**src/rtl/one_shot_and_periodic_timer_table_top_assert.svh**
```systemverilog
// Assertion macros for the timer table top level.
// Expects i_clk and i_rst_n in the scope where the macros are used.
`ifndef ONE_SHOT_AND_PERIODIC_TIMER_TABLE_TOP_ASSERT_SVH
`define ONE_SHOT_AND_PERIODIC_TIMER_TABLE_TOP_ASSERT_SVH

// Consequent must hold in the same cycle as the antecedent.
`define TMR_ASSERT_IMP(lbl, ante, cons, msg) \
    lbl: assert property (@(posedge i_clk) disable iff (!i_rst_n) (ante) |-> (cons)) \
        else $error(msg);

// Consequent must hold in the cycle after the antecedent.
`define TMR_ASSERT_NEXT(lbl, ante, cons, msg) \
    lbl: assert property (@(posedge i_clk) disable iff (!i_rst_n) (ante) |=> (cons)) \
        else $error(msg);

`endif

```
**src/rtl/tmr_pkg.sv**
```systemverilog
// Shared types and constants for the timer table.
// No dependencies.
`timescale 1ns / 1ps
`default_nettype none
package tmr_pkg;

    localparam int EVENT_SLOTS = 32;
    localparam int IDX_W       = $clog2(EVENT_SLOTS);
    localparam int ID_W        = 6;
    localparam int TICKS_W     = 16;
    localparam int ELAPSED_W   = 10;

    typedef enum logic [1:0] {
        ACT_ARM    = 2'd0,
        ACT_DISARM = 2'd1,
        ACT_QUERY  = 2'd2,
        ACT_TICK   = 2'd3
    } t_action;

    typedef enum logic [1:0] {
        KIND_ACK   = 2'd0,
        KIND_QUERY = 2'd1,
        KIND_FIRED = 2'd2,
        KIND_DONE  = 2'd3
    } t_kind;

    typedef struct packed {
        t_action                     action;
        logic                        id_ok;
        logic [ID_W-1:0]             id;
        logic signed [TICKS_W-1:0]   ticks;
        logic [ELAPSED_W-1:0]        elapsed;
    } t_cmd;

    typedef struct packed {
        t_kind           kind;
        logic [ID_W-1:0] id;
        logic            slot_enabled;
        logic            last;
    } t_res;

endpackage
`default_nettype wire

```
**src/rtl/one_shot_and_periodic_timer_table_top.sv**
```systemverilog
// Timer table with one-shot timers and daemons, top level.
// Uses tmr_pkg, tmr_front, tmr_back and the assertion macro header.
//
// Input channel (i_valid/o_ready) carries an action, a slot id, an arm count
// and an elapsed cost. Output channel (o_valid/i_ready) carries result items:
// kind, slot id, enable bit of a queried slot, and a last flag.
// Arm, disarm and query give one result each through the queue and the
// result register; a new command can start every cycle while the output is
// free and no tick runs. A tick walks every slot, one slot per cycle unless
// stalled, through the registered read port of the count memory: it gives
// one result per slot that fires, in ascending slot order, then a done item.
// The back end stays busy through the walk and the done state, plus stalls.
// A two-entry queue sits between the front and back end, so inputs are taken
// while a tick walk runs or the receiver stalls, until the queue is full.
// A stalled receiver holds the walk on the slot that fires; nothing is lost.
// Reset disables every slot and empties the queue and the result register;
// counts need no clearing since a count is only read on an enabled slot.
`timescale 1ns / 1ps
`default_nettype none
`include "one_shot_and_periodic_timer_table_top_assert.svh"
module one_shot_and_periodic_timer_table_top (
    input  wire logic                                 i_clk,
    input  wire logic                                 i_rst_n,
    input  wire logic                                 i_valid,
    output logic                                      o_ready,
    input  wire logic [1:0]                           i_action,
    input  wire logic [tmr_pkg::ID_W-1:0]             i_event_id,
    input  wire logic signed [tmr_pkg::TICKS_W-1:0]   i_timer_ticks,
    input  wire logic [tmr_pkg::ELAPSED_W-1:0]        i_elapsed,
    output logic                                      o_valid,
    input  wire logic                                 i_ready,
    output logic [1:0]                                o_kind,
    output logic [tmr_pkg::ID_W-1:0]                  o_fired_id,
    output logic                                      o_slot_enabled,
    output logic                                      o_last
);

    logic          w_cmd_valid;
    tmr_pkg::t_cmd w_cmd;
    logic          w_cmd_pop;
    tmr_pkg::t_res w_res;

    tmr_front u_front (
        .i_clk         (i_clk),
        .i_rst_n       (i_rst_n),
        .i_valid       (i_valid),
        .o_ready       (o_ready),
        .i_action      (i_action),
        .i_event_id    (i_event_id),
        .i_timer_ticks (i_timer_ticks),
        .i_elapsed     (i_elapsed),
        .o_cmd_valid   (w_cmd_valid),
        .o_cmd         (w_cmd),
        .i_cmd_pop     (w_cmd_pop)
    );

    tmr_back u_back (
        .i_clk       (i_clk),
        .i_rst_n     (i_rst_n),
        .i_cmd_valid (w_cmd_valid),
        .i_cmd       (w_cmd),
        .o_cmd_pop   (w_cmd_pop),
        .o_res_valid (o_valid),
        .o_res       (w_res),
        .i_res_ready (i_ready)
    );

    assign o_kind         = w_res.kind;
    assign o_fired_id     = w_res.id;
    assign o_slot_enabled = w_res.slot_enabled;
    assign o_last         = w_res.last;

    `TMR_ASSERT_IMP(a_not_last_is_fired, o_valid && !o_last, (o_kind == tmr_pkg::KIND_FIRED) && (o_fired_id != '0) && !o_slot_enabled, "non-final result is not a fired slot")
    `TMR_ASSERT_IMP(a_done_shape, o_valid && (o_kind == tmr_pkg::KIND_DONE), o_last && (o_fired_id == '0) && !o_slot_enabled, "malformed tick done result")
    `TMR_ASSERT_NEXT(a_fire_order, o_valid && i_ready && (o_kind == tmr_pkg::KIND_FIRED), !(o_valid && (o_kind == tmr_pkg::KIND_FIRED) && (o_fired_id <= $past(o_fired_id))), "fired slots out of order")

endmodule
`default_nettype wire

```
**src/rtl/tmr_front.sv**
```systemverilog
// Front end of the timer table: accepts items, checks the slot id and
// queues commands for the back end. Depends on tmr_pkg.
`timescale 1ns / 1ps
`default_nettype none
module tmr_front (
    input  wire logic                                 i_clk,
    input  wire logic                                 i_rst_n,
    input  wire logic                                 i_valid,
    output logic                                      o_ready,
    input  wire logic [1:0]                           i_action,
    input  wire logic [tmr_pkg::ID_W-1:0]             i_event_id,
    input  wire logic signed [tmr_pkg::TICKS_W-1:0]   i_timer_ticks,
    input  wire logic [tmr_pkg::ELAPSED_W-1:0]        i_elapsed,
    output logic                                      o_cmd_valid,
    output tmr_pkg::t_cmd                             o_cmd,
    input  wire logic                                 i_cmd_pop
);

    localparam logic [1:0] QUEUE_FULL = 2'd2;

    tmr_pkg::t_cmd r_q [2];
    logic          r_wr_ptr, n_wr_ptr;
    logic          r_rd_ptr, n_rd_ptr;
    logic [1:0]    r_count, n_count;
    logic          w_push;
    tmr_pkg::t_cmd w_cmd;

    assign o_ready     = (r_count != QUEUE_FULL);
    assign w_push      = i_valid && o_ready;
    assign o_cmd_valid = (r_count != 2'd0);
    assign o_cmd       = r_q[r_rd_ptr];

    // Classify: slot zero and ids past the table are not real slots.
    always_comb begin
        w_cmd.action  = tmr_pkg::t_action'(i_action);
        w_cmd.id      = i_event_id;
        w_cmd.id_ok   = (i_event_id != '0) &&
                        ({1'b0, i_event_id} < (tmr_pkg::ID_W+1)'(tmr_pkg::EVENT_SLOTS));
        w_cmd.ticks   = i_timer_ticks;
        w_cmd.elapsed = i_elapsed;
    end

    always_comb begin
        n_wr_ptr = w_push ? ~r_wr_ptr : r_wr_ptr;
        n_rd_ptr = i_cmd_pop ? ~r_rd_ptr : r_rd_ptr;
        n_count  = r_count + {1'b0, w_push} - {1'b0, i_cmd_pop};
    end

    always_ff @(posedge i_clk) begin
        if (!i_rst_n) begin
            r_wr_ptr <= 1'b0;
            r_rd_ptr <= 1'b0;
            r_count  <= 2'd0;
        end else begin
            r_wr_ptr <= n_wr_ptr;
            r_rd_ptr <= n_rd_ptr;
            r_count  <= n_count;
        end
    end

    always_ff @(posedge i_clk) begin
        if (w_push) begin
            r_q[r_wr_ptr] <= w_cmd;
        end
    end

endmodule
`default_nettype wire

```
**src/rtl/tmr_back.sv**
```systemverilog
// Back end of the timer table: slot enables, count memory, tick walk and
// the result register. Depends on tmr_pkg.
`timescale 1ns / 1ps
`default_nettype none
module tmr_back (
    input  wire logic          i_clk,
    input  wire logic          i_rst_n,
    input  wire logic          i_cmd_valid,
    input  wire tmr_pkg::t_cmd i_cmd,
    output logic               o_cmd_pop,
    output logic               o_res_valid,
    output tmr_pkg::t_res      o_res,
    input  wire logic          i_res_ready
);

    localparam int N = tmr_pkg::EVENT_SLOTS;
    localparam int W = tmr_pkg::IDX_W;
    localparam int C = tmr_pkg::TICKS_W;

    typedef enum logic [1:0] {
        ST_IDLE,
        ST_TICK,
        ST_DONE
    } t_state;

    t_state                           r_state, n_state;
    logic [W-1:0]                     r_idx, n_idx;
    logic [tmr_pkg::ELAPSED_W-1:0]    r_elapsed;
    logic                             r_res_valid;
    tmr_pkg::t_res                    r_res;

    logic                             r_en [N];
    logic signed [C-1:0]              r_cnt [N];
    logic signed [C-1:0]              r_rd_data;

    logic                             w_out_free;
    logic                             w_load;
    tmr_pkg::t_res                    w_res;
    logic                             w_tick_start;
    logic                             w_mem_we;
    logic [W-1:0]                     w_mem_addr;
    logic signed [C-1:0]              w_mem_data;
    logic                             w_en_we;
    logic [W-1:0]                     w_en_addr;
    logic                             w_en_val;
    logic [W-1:0]                     w_cmd_idx;
    logic signed [C:0]                w_diff;
    logic                             w_daemon;
    logic                             w_timer;
    logic                             w_expire;
    logic                             w_fire;

    assign w_out_free  = !r_res_valid || i_res_ready;
    assign o_res_valid = r_res_valid;
    assign o_res       = r_res;
    assign w_cmd_idx   = i_cmd.id[W-1:0];

    always_comb begin
        w_diff   = {r_rd_data[C-1], r_rd_data} - (C+1)'(r_elapsed);
        w_daemon = (r_rd_data == -(C)'(1));
        w_timer  = !r_rd_data[C-1] && (r_rd_data != '0);
        w_expire = w_timer && (w_diff <= (C+1)'(1));
        w_fire   = r_en[r_idx] && (w_daemon || w_expire);
    end

    always_comb begin
        n_state      = r_state;
        n_idx        = r_idx;
        o_cmd_pop    = 1'b0;
        w_load       = 1'b0;
        w_res        = '0;
        w_tick_start = 1'b0;
        w_mem_we     = 1'b0;
        w_mem_addr   = r_idx;
        w_mem_data   = w_diff[C-1:0];
        w_en_we      = 1'b0;
        w_en_addr    = r_idx;
        w_en_val     = 1'b0;
        case (r_state)
            ST_IDLE: begin
                // Read address of the walk starts at slot zero.
                n_idx = '0;
                if (i_cmd_valid && w_out_free) begin
                    o_cmd_pop = 1'b1;
                    w_res.id  = i_cmd.id;
                    w_res.last = 1'b1;
                    case (i_cmd.action)
                        tmr_pkg::ACT_ARM: begin
                            w_load     = 1'b1;
                            w_res.kind = tmr_pkg::KIND_ACK;
                            w_mem_we   = i_cmd.id_ok;
                            w_mem_addr = w_cmd_idx;
                            w_mem_data = i_cmd.ticks;
                            w_en_we    = i_cmd.id_ok;
                            w_en_addr  = w_cmd_idx;
                            w_en_val   = 1'b1;
                        end
                        tmr_pkg::ACT_DISARM: begin
                            w_load     = 1'b1;
                            w_res.kind = tmr_pkg::KIND_ACK;
                            w_en_we    = i_cmd.id_ok;
                            w_en_addr  = w_cmd_idx;
                            w_en_val   = 1'b0;
                        end
                        tmr_pkg::ACT_QUERY: begin
                            w_load             = 1'b1;
                            w_res.kind         = tmr_pkg::KIND_QUERY;
                            w_res.slot_enabled = i_cmd.id_ok && r_en[w_cmd_idx];
                        end
                        tmr_pkg::ACT_TICK: begin
                            w_tick_start = 1'b1;
                            n_state      = ST_TICK;
                        end
                        default: begin
                            n_state = ST_IDLE;
                        end
                    endcase
                end
            end
            ST_TICK: begin
                // Hold the slot while a firing result cannot be placed.
                if (!w_fire || w_out_free) begin
                    if (r_en[r_idx] && w_timer) begin
                        w_mem_we   = 1'b1;
                        w_mem_data = w_expire ? '0 : w_diff[C-1:0];
                        w_en_we    = w_expire;
                        w_en_val   = 1'b0;
                    end
                    if (w_fire) begin
                        w_load     = 1'b1;
                        w_res.kind = tmr_pkg::KIND_FIRED;
                        w_res.id   = tmr_pkg::ID_W'(r_idx);
                    end
                    if (r_idx == W'(N-1)) begin
                        n_state = ST_DONE;
                    end else begin
                        n_idx = r_idx + W'(1);
                    end
                end
            end
            ST_DONE: begin
                if (w_out_free) begin
                    w_load     = 1'b1;
                    w_res.kind = tmr_pkg::KIND_DONE;
                    w_res.last = 1'b1;
                    n_state    = ST_IDLE;
                end
            end
            default: begin
                n_state = ST_IDLE;
            end
        endcase
    end

    always_ff @(posedge i_clk) begin
        if (!i_rst_n) begin
            r_state     <= ST_IDLE;
            r_idx       <= '0;
            r_res_valid <= 1'b0;
        end else begin
            r_state <= n_state;
            r_idx   <= n_idx;
            if (w_load) begin
                r_res_valid <= 1'b1;
            end else if (i_res_ready) begin
                r_res_valid <= 1'b0;
            end
        end
        if (w_load) begin
            r_res <= w_res;
        end
        if (w_tick_start) begin
            r_elapsed <= i_cmd.elapsed;
        end
    end

    always_ff @(posedge i_clk) begin
        if (!i_rst_n) begin
            for (int i = 0; i < N; i++) begin
                r_en[i] <= 1'b0;
            end
        end else if (w_en_we) begin
            r_en[w_en_addr] <= w_en_val;
        end
    end

    // Count memory: one write port, registered read at the next walk index.
    always_ff @(posedge i_clk) begin
        if (w_mem_we) begin
            r_cnt[w_mem_addr] <= w_mem_data;
        end
        r_rd_data <= r_cnt[n_idx];
    end

endmodule
`default_nettype wire
```
**config.mk**
```make
export PLATFORM = sky130hd
export DESIGN_NAME = one_shot_and_periodic_timer_table_top
export DESIGN_NICKNAME = d
export VERILOG_FILES = /design/src/rtl/tmr_pkg.sv /design/src/rtl/one_shot_and_periodic_timer_table_top.sv /design/src/rtl/tmr_front.sv /design/src/rtl/tmr_back.sv
export VERILOG_INCLUDE_DIRS = /design/src /design/src/rtl
export SDC_FILE = /design/constraint.sdc
export NUM_CORES = 1
export LEC_CHECK = 0
export BUFFER_PORTS_ARGS = -buffer_cell sky130_fd_sc_hd__buf_4
export CORE_ASPECT_RATIO = 0.75
export CORE_MARGIN = 3
export CORE_UTILIZATION = 40
export DETAILED_ROUTE_END_ITERATION = 16
export PLACE_DENSITY = 0.6
export SKIP_CTS_REPAIR_TIMING = 1
export SLEW_MARGIN = 20
export SYNTH_ARGS = -nofsm -noshare
export SYNTH_HDL_FRONTEND = slang
export SYNTH_HIERARCHICAL = 1
export SYNTH_SLANG_ARGS = --single-unit
```
**constraint.sdc**
```tcl
create_clock -name i_clk -period 8.34 [get_ports i_clk]
set_clock_uncertainty 0.2 [all_clocks]
set_input_delay 0.834 -clock i_clk [delete_from_list [all_inputs] [get_ports i_clk]]
set_output_delay 0.834 -clock i_clk [all_outputs]
set_load 0.02 [all_outputs]
```
==> results of run 1 <==
-- layout make-up --
type                       count  area, um2
clock buffer                  94       1940
clock inverter                30        313
fill                        6550      40200
inverter                      20       75.1
multi-input combinational   1514      10200
sequential                   663      19300
tap                          968       1210
timing repair buffer         123        968
-- worst max-delay path, delay by kind of cell (launching register included) --
| family | cells | cell delay, ns |
|---|---|---|
| compound gates | 5 | 2.36 |
| simple gates | 5 | 1.76 |
| fa+ha+maj | 2 | 0.75 |
| buf+inv | 2 | 0.56 |
| flops | 1 | 0.36 |
-- metal layers --
metal	part of all wire	vias up
met1	0.43	10600
met4	0.032	0
met5	0	-
met2	0.43	1215
met3	0.11	185
li1	-	9201
-- worst max path at each step --
stage,startpoint,end,slack [ns],cells past startpoint
floorplan,u_back/r_elapsed[0],u_back/r_cnt[0][1],3.13,13
global placement,u_back/r_rd_data[0],u_back/r_rd_data[1],2.34,15
detailed placement,u_back/r_rd_data[0],u_back/r_rd_data[1],2.37,15
CTS,u_back/r_rd_data[0],u_back/r_rd_data[7],2.33,16
global route,u_back/r_rd_data[0],u_back/r_rd_data[1],1.93,14
finish,u_back/r_rd_data[0],u_back/r_rd_data[13],2.14,14
-- flip-flops by register name, indices dropped and copies added (netlist names), named ones only --
signal / cells
u_back/o_res_valid: 1
u_back/r_cnt: 512
u_front/r_count: 2
u_back/r_en: 32
u_back/r_state: 2
u_back/o_res: 10
u_back/r_elapsed: 10
u_front/r_rd_ptr: 1
u_back/r_rd_data: 16
u_front/r_q: 70
u_front/r_wr_ptr: 1
u_back/r_idx: 5
-- cell families (layout without fill, tap and decap cells) --
group / after synthesis / count (layout)
AOI/OAI and AO/OA: 546 / 546
xor gates and xnor gates: 13 / 13
adders and majority gates: 13 / 13
buffers and inverters: 205 / 267
DFF: 663 / 663
muxes: 220 / 220
and+or+nand+nor: 722 / 722
-- synth_stat cells, drive strengths merged (6+ instances only) --
| cell type | number |
|---|---|
| edfxtp | 602 |
| nand2 | 341 |
| mux2i | 175 |
| nor2 | 152 |
| a21oi | 143 |
| clkbuf | 100 |
| o221ai | 89 |
| buf | 85 |
| dfxtp | 61 |
| a22oi | 55 |
| nand4 | 54 |
| o21ai | 54 |
| nand3 | 53 |
| mux2 | 35 |
| a221oi | 34 |
| and2 | 31 |
| o2111ai | 28 |
| nor3 | 27 |
| a21boi | 22 |
| inv | 20 |
| nand2b | 19 |
| o2bb2ai | 18 |
| o22ai | 16 |
| a311oi | 14 |
| nor2b | 13 |
| ha | 12 |
| o31ai | 12 |
| mux4 | 10 |
| a211oi | 9 |
| and3 | 8 |
| xor2 | 8 |
| a22o | 7 |
| a211o | 6 |
| o21a | 6 |
| or2 | 6 |
-- power by group through the flow --
stage                     Combinational, mW  Clock (mW)  Sequential, mW
final                                  2.70        3.10            4.55
after global routing                   2.84        3.29            4.55
after CTS                              2.64        3.16            4.54
after detailed placement               2.63           0            4.61
after global placement                 2.58           0            4.61
after floorplan                        1.40           0            4.63
-- metrics by stage --
stage          power, mW  std cells  instance area (um2)
6_report            10.3       3412                34000
5_1_grt             10.7       3412                34000
4_1_cts             10.3       3411                34000
3_5_place_dp        7.24       3287                31700
3_3_place_gp        7.19       3287                31700
2_1_floorplan       6.03       2382                30200
-- cells in the final DEF (no fill, tap or decap), drive strengths merged, types with 20 or more instances in the layout --
cell     Yosys  final
clkinv       0     20
clkbuf     100     94
o2111ai     28     28
edfxtp     602    602
and2        31     31
buf         85    123
inv         20     22
mux2        35     35
o21ai       54     54
a221oi      34     34
a21boi      22     22
dfxtp       61     61
nand3       53     53
nor2       152    152
nor3        27     27
a21oi      143    143
nand4       54     54
mux2i      175    175
nand2      341    341
o221ai      89     89
a22oi       55     55
==> results.md, run 1 <==
- Outcome: finished, final reports clean
- Sequential share of power: 0.439
- Via count: 21200
- Mux share of post-synthesis cell area: 0.0785
- First-pass GRT wire length: 134000 um
- Setup Viol. Count Final: 0
- Gpl congestion: 0.879
- Final max-slew violation count: 0
- Seq cells post-synth: 663
- Synth Area in Simple Gates: 0.107
- Synth Area in XOR/XNOR: 0.00377
- Root Buffer: clkbuf_16
- Final nets: 2442
- Rel. slew slack: 0.256
- Pre-CTS setup slack: 2.37 ns
- Hold path depth: 1
- Yosys warns: 6
- Initial antenna violation count: 2
- PD cells: 304 nW/um2
- Worst path required time: 8.60 ns
- Cells along the critical path: inv_1, ha_1, fa_1, nor4b_1, nand2_1, nor3_1, nand4bb_1, or4b_1, a21oi_4, o211a_2, buf_4, a21oi_1, o32ai_1, a211oi_2
- Min Hold Slack: 0.185 ns
- Reg2Reg Depth: 14
- Worst Path Max Fanout: 37
- Largest cells by area after synthesis: edfxtp_1 (60%), mux2i_1 (5.8%), nand2_1 (4.2%)
- Synth Flop Type: edfxtp_1
- Global routing usage on met1: 0.331
- DIE WIDTH: 323 um
- Largest family of logic cells by synthesized area: compound AO/OA/AOI/OAI gates
- FFs w/ async S/R, synth: 0
- Post-synth EDFFs: 602
- Die H: 244 um
- FMAX: 0.161 GHz
- GR Util met3: 0.0616
- Part of the power in the clock network: 0.300
- Gr busiest metal: met1
- Synth unique cells: 82
- Pre-Repair DR Iteration Count: 7
- CP startpoint kind: register
- Min Clock Period, post-route: 6.20 ns
- Setup slack after layout: 2.14 ns
- Met2 GRT Util: 0.327
- CP max stage cell: o32ai_1
- Worst Setup End Kind: register
- Hold Crit Start: i_timer_ticks[13]
- Routed wire per std cell: 26.7 um
- DP Wirelength: 54000 um
- Boundary Pins: 50
- Hold Crit Endpoint: u_front/r_q[0][23]
- Final hold vios: 0
- Sw Pwr: 3.42 mW
- Worst Tran Pin Value: 1.12 ns
- Comb pwr share: 0.261
- Mapped Cells: 2382
- Switching Fraction: 0.330
- Num Clock Sinks: 663
- Layout overhead on the synthesized area: 12.6%
- Total grt overflow: 0
- Synth top area share: 0.599
- Hold crit path type: primary input to register
- Clock latency on the worst-skew pair: 0.64 ns
- Share of cells above drive strength 1: 0.142
- Synth Area in Compound Gates: 0.135
- CTS buffer count: 69
- Setup TNS: 0 ns
- Maximum cell stage delay along the critical path: 0.91 ns
- # diodes: 0
- Core Rows: 86
- Crit path DAT: 6.47 ns
- Number of port buffers: 49
- Initial Util: 0.407
- Die ar.: 78800 um2
- Syn Area/Cell: 12.7 um2
- Synth Net Count: 2433
- RSZ-0062 raised after global routing: no
- Max Cap Viol: 0
- Final Cycle Share: 0.744
- Iter 0 DRT Violations: 2732
- Detailed Route WL: 91000 um
- Launch point of the worst reg-to-reg path: u_back/r_rd_data[0]
- Post-route ant nets: 0
- Synth Area in Adders: 0.00564
- H-tree levels: 3
- Avg Vias per Cell: 6.22
- Largest net degree at the start of global routing: 111
- Fin util: 0.458
- CTS tree: done
- Seq/Total Area, Yosys: 0.639
- Worst reg2reg path endpoint: u_back/r_rd_data[13]
- Vias in the first global route: 20200
- Peak VDD IR: 0.233 mV
- DRC errors left: 0
- Gr usage total: 0.227
- Int Power: 6.93 mW
- Static Leak: 10.9 nW
- Reg clk slew, reported paths: 0.06 ns
- Post-synth top area cell: edfxtp_1
- WS Path Type: register to register
- Bufs on Longest Clock Path: 3
- FF-to-FF setup slack: 2.14 ns
- CORE AREA: 74100 um2
- Synth Cell Area: 30200 um2
(Power assumes the default switching activity.)
==> run 2, diff against run 1 <==
Clock period 8.34 ns to 6.47 ns, I/O delays scaled along.
==> results.md, run 2 (synthesis results as in run 1) <==
- WS Path Type: register to register (unchanged)
- First-pass GRT wire length: 134000 um (about the same)
- Crit path DAT: 6.19 ns (was 6.47 ns)
- Share of cells above drive strength 1: 0.150 (was 0.142)
- Final hold vios: 0 (unchanged)
- Final nets: 2466 (was 2442)
- Most common library cell in the layout ignoring fill and taps: edfxtp_1 (unchanged)
- Setup Viol. Count Final: 0 (unchanged)
- Post-route ant nets: 0 (unchanged)
- Die H: 244 um (unchanged)
- Comb pwr share: 0.269 (was 0.261)
- Boundary Pins: 50 (unchanged)
- DRC errors left: 0 (unchanged)
- Avg Vias per Cell: 6.14 (was 6.22)
- Gr usage total: 0.226 (was 0.227)
- Die ar.: 78800 um2 (unchanged)
- Sw Pwr: 4.50 mW (was 3.42 mW)
- Total grt overflow: 0 (unchanged)
- CTS tree: done (unchanged)
- PD cells: 393 nW/um2 (was 304 nW/um2)
- Number of port buffers: 49 (unchanged)
- Max Cap Viol: 0 (unchanged)
- Pre-Repair DR Iteration Count: 6 (was 7)
- Outcome: finished, final reports clean (unchanged)
- Vias in the first global route: 20100 (was 20200)
- Initial Util: 0.407 (unchanged)
- Setup TNS: 0 ns (unchanged)
- Final max-slew violation count: 0 (unchanged)
- Rel. slew slack: 0.254 (was 0.256)
- Detailed Route WL: 90800 um (was 91000 um)
- H-tree levels: 3 (unchanged)
- Reg clk slew, reported paths: 0.06 ns (about the same)
- Layout overhead on the synthesized area: 13.2% (was 12.6%)
- Hold crit path type: primary input to register (unchanged)
- Clock latency on the worst-skew pair: 0.62 ns (was 0.64 ns)
- Worst Tran Pin Value: 1.12 ns (about the same)
- Peak VDD IR: 0.487 mV (was 0.233 mV)
- CORE AREA: 74100 um2 (unchanged)
- DP Wirelength: 56600 um (was 54000 um)
- Worst path required time: 6.74 ns (was 8.60 ns)
- Part of the power in the clock network: 0.295 (was 0.300)
- Final Cycle Share: 0.915 (was 0.744)
- Layout filler cell count: 6510 (was 6550)
- Worst Setup End Kind: register (unchanged)
- Largest net degree at the start of global routing: 111 (unchanged)
- Initial antenna violation count: 4 (was 2)
- Gpl congestion: 0.932 (was 0.879)
- Max FFs per register: 512 (unchanged)
- Root Buffer: clkbuf_16 (unchanged)
- CTS buffer count: 68 (was 69)
- Via count: 21100 (was 21200)
- Iter 0 DRT Violations: 2899 (was 2732)
- Commonest cells after routing, fill and taps aside: edfxtp_1 (602), nand2_1 (341), mux2i_1 (174) (unchanged)
- Num Clock Sinks: 663 (unchanged)
- Sequential share of power: 0.436 (was 0.439)
- Final std cell area, no fill: 34200 um2 (was 34000 um2)
- Routed wire per std cell: 26.4 um (was 26.7 um)
- CP startpoint kind: register (unchanged)
- FMAX: 0.169 GHz (was 0.161 GHz)
- Worst Path Max Fanout: 42 (was 37)
- Min Clock Period, post-route: 5.92 ns (was 6.20 ns)
- Static Leak: 11.0 nW (was 10.9 nW)
- Top Registers: u_back/r_cnt: 512 flops, u_front/r_q: 70 flops, u_back/r_en: 32 flops (unchanged)
- Int Power: 8.93 mW (was 6.93 mW)
- RSZ-0062 raised after global routing: no (unchanged)
- Core Rows: 86 (unchanged)
- Switching Fraction: 0.335 (was 0.330)
- Bufs on Longest Clock Path: 3 (unchanged)
- Placed Area: 31900 um2 (was 31700 um2)
- DIE WIDTH: 323 um (unchanged)
- Top reg by flops: u_back/r_cnt (unchanged)
[run 2: changes by cell type in the layout (fill, tap and decap cells not counted), sizes merged]
cell and change:
buf +23, inv +3, clkinv +4, diode +1, clkbuf -8, dlygate4sd3 +2, bufinv +2
[run 2: worst paths after layout]
kind                          end  cells past startpoint           startpoint  slack (ns)
max          u_back/r_rd_data[13]                     16  u_back/r_rd_data[0]        0.55
min            u_front/r_q[0][25]                      1    i_timer_ticks[15]        0.02
max reg2reg  u_back/r_rd_data[13]                     16  u_back/r_rd_data[0]        0.55
min reg2reg       u_back/r_en[24]                      2      u_back/r_en[24]        0.28
[run 2: layout make-up]
class                      instances  area (um2)  area share
sequential                       663       19300       0.565
multi-input combinational       1514       10200       0.297
clock buffer                      86        1810      0.0530
tap                              968        1210      0.0355
timing repair buffer             148        1190      0.0349
clock inverter                    39         404      0.0118
inverter                          20        75.1     0.00220
antenna                            1        2.50   0.0000732
[run 2: layer usage]
layer | wire length [um] | GRT usage | up-vias
met5 | 13 | 0 | -
met4 | 2240 | 0.0610 | 2
met3 | 9600 | 0.0571 | 162
met2 | 38900 | 0.326 | 1048
met1 | 40100 | 0.337 | 10600
li1 | - | - | 9274
[run 2: power groups by stage]
stage | clock network, mW | logic (mW) | registers [mW]
global route | 4.20 | 3.78 | 5.87
detailed placement | 0 | 3.53 | 5.95
floorplan | 0 | 1.80 | 5.97
global placement | 0 | 3.48 | 5.95
finish | 3.96 | 3.61 | 5.86
CTS | 4.03 | 3.54 | 5.86
[run 2: critical path: stages, from the launching register on]
cell       delay (ns)
dfxtp_1          0.35
inv_1            0.07
ha_1             0.20
fa_1             0.41
nand2b_1         0.19
a211o_1          0.32
a32o_1           0.25
xnor2_1          0.13
nand4bb_1        0.22
or4b_1           0.77
a21oi_4          0.39
o211a_4          0.70
buf_4            0.38
mux2i_1          0.22
mux2i_1          0.13
a211oi_1         0.59
a211oi_2         0.16
[run 2: metrics by stage]
step	hold slack (ns)	total power, mW	std cells	worst slack [ns]	util
final	0.0204	13.4	3439	0.550	0.461
after global routing	0.000366	13.8	3438	0.393	0.461
after CTS	-0.0126	13.4	3436	0.658	0.461
after detailed placement	0.262	9.48	3311	0.701	0.431
after global placement	0.256	9.43	3311	0.770	0.431
after floorplan	0.244	7.77	2382	1.26	-
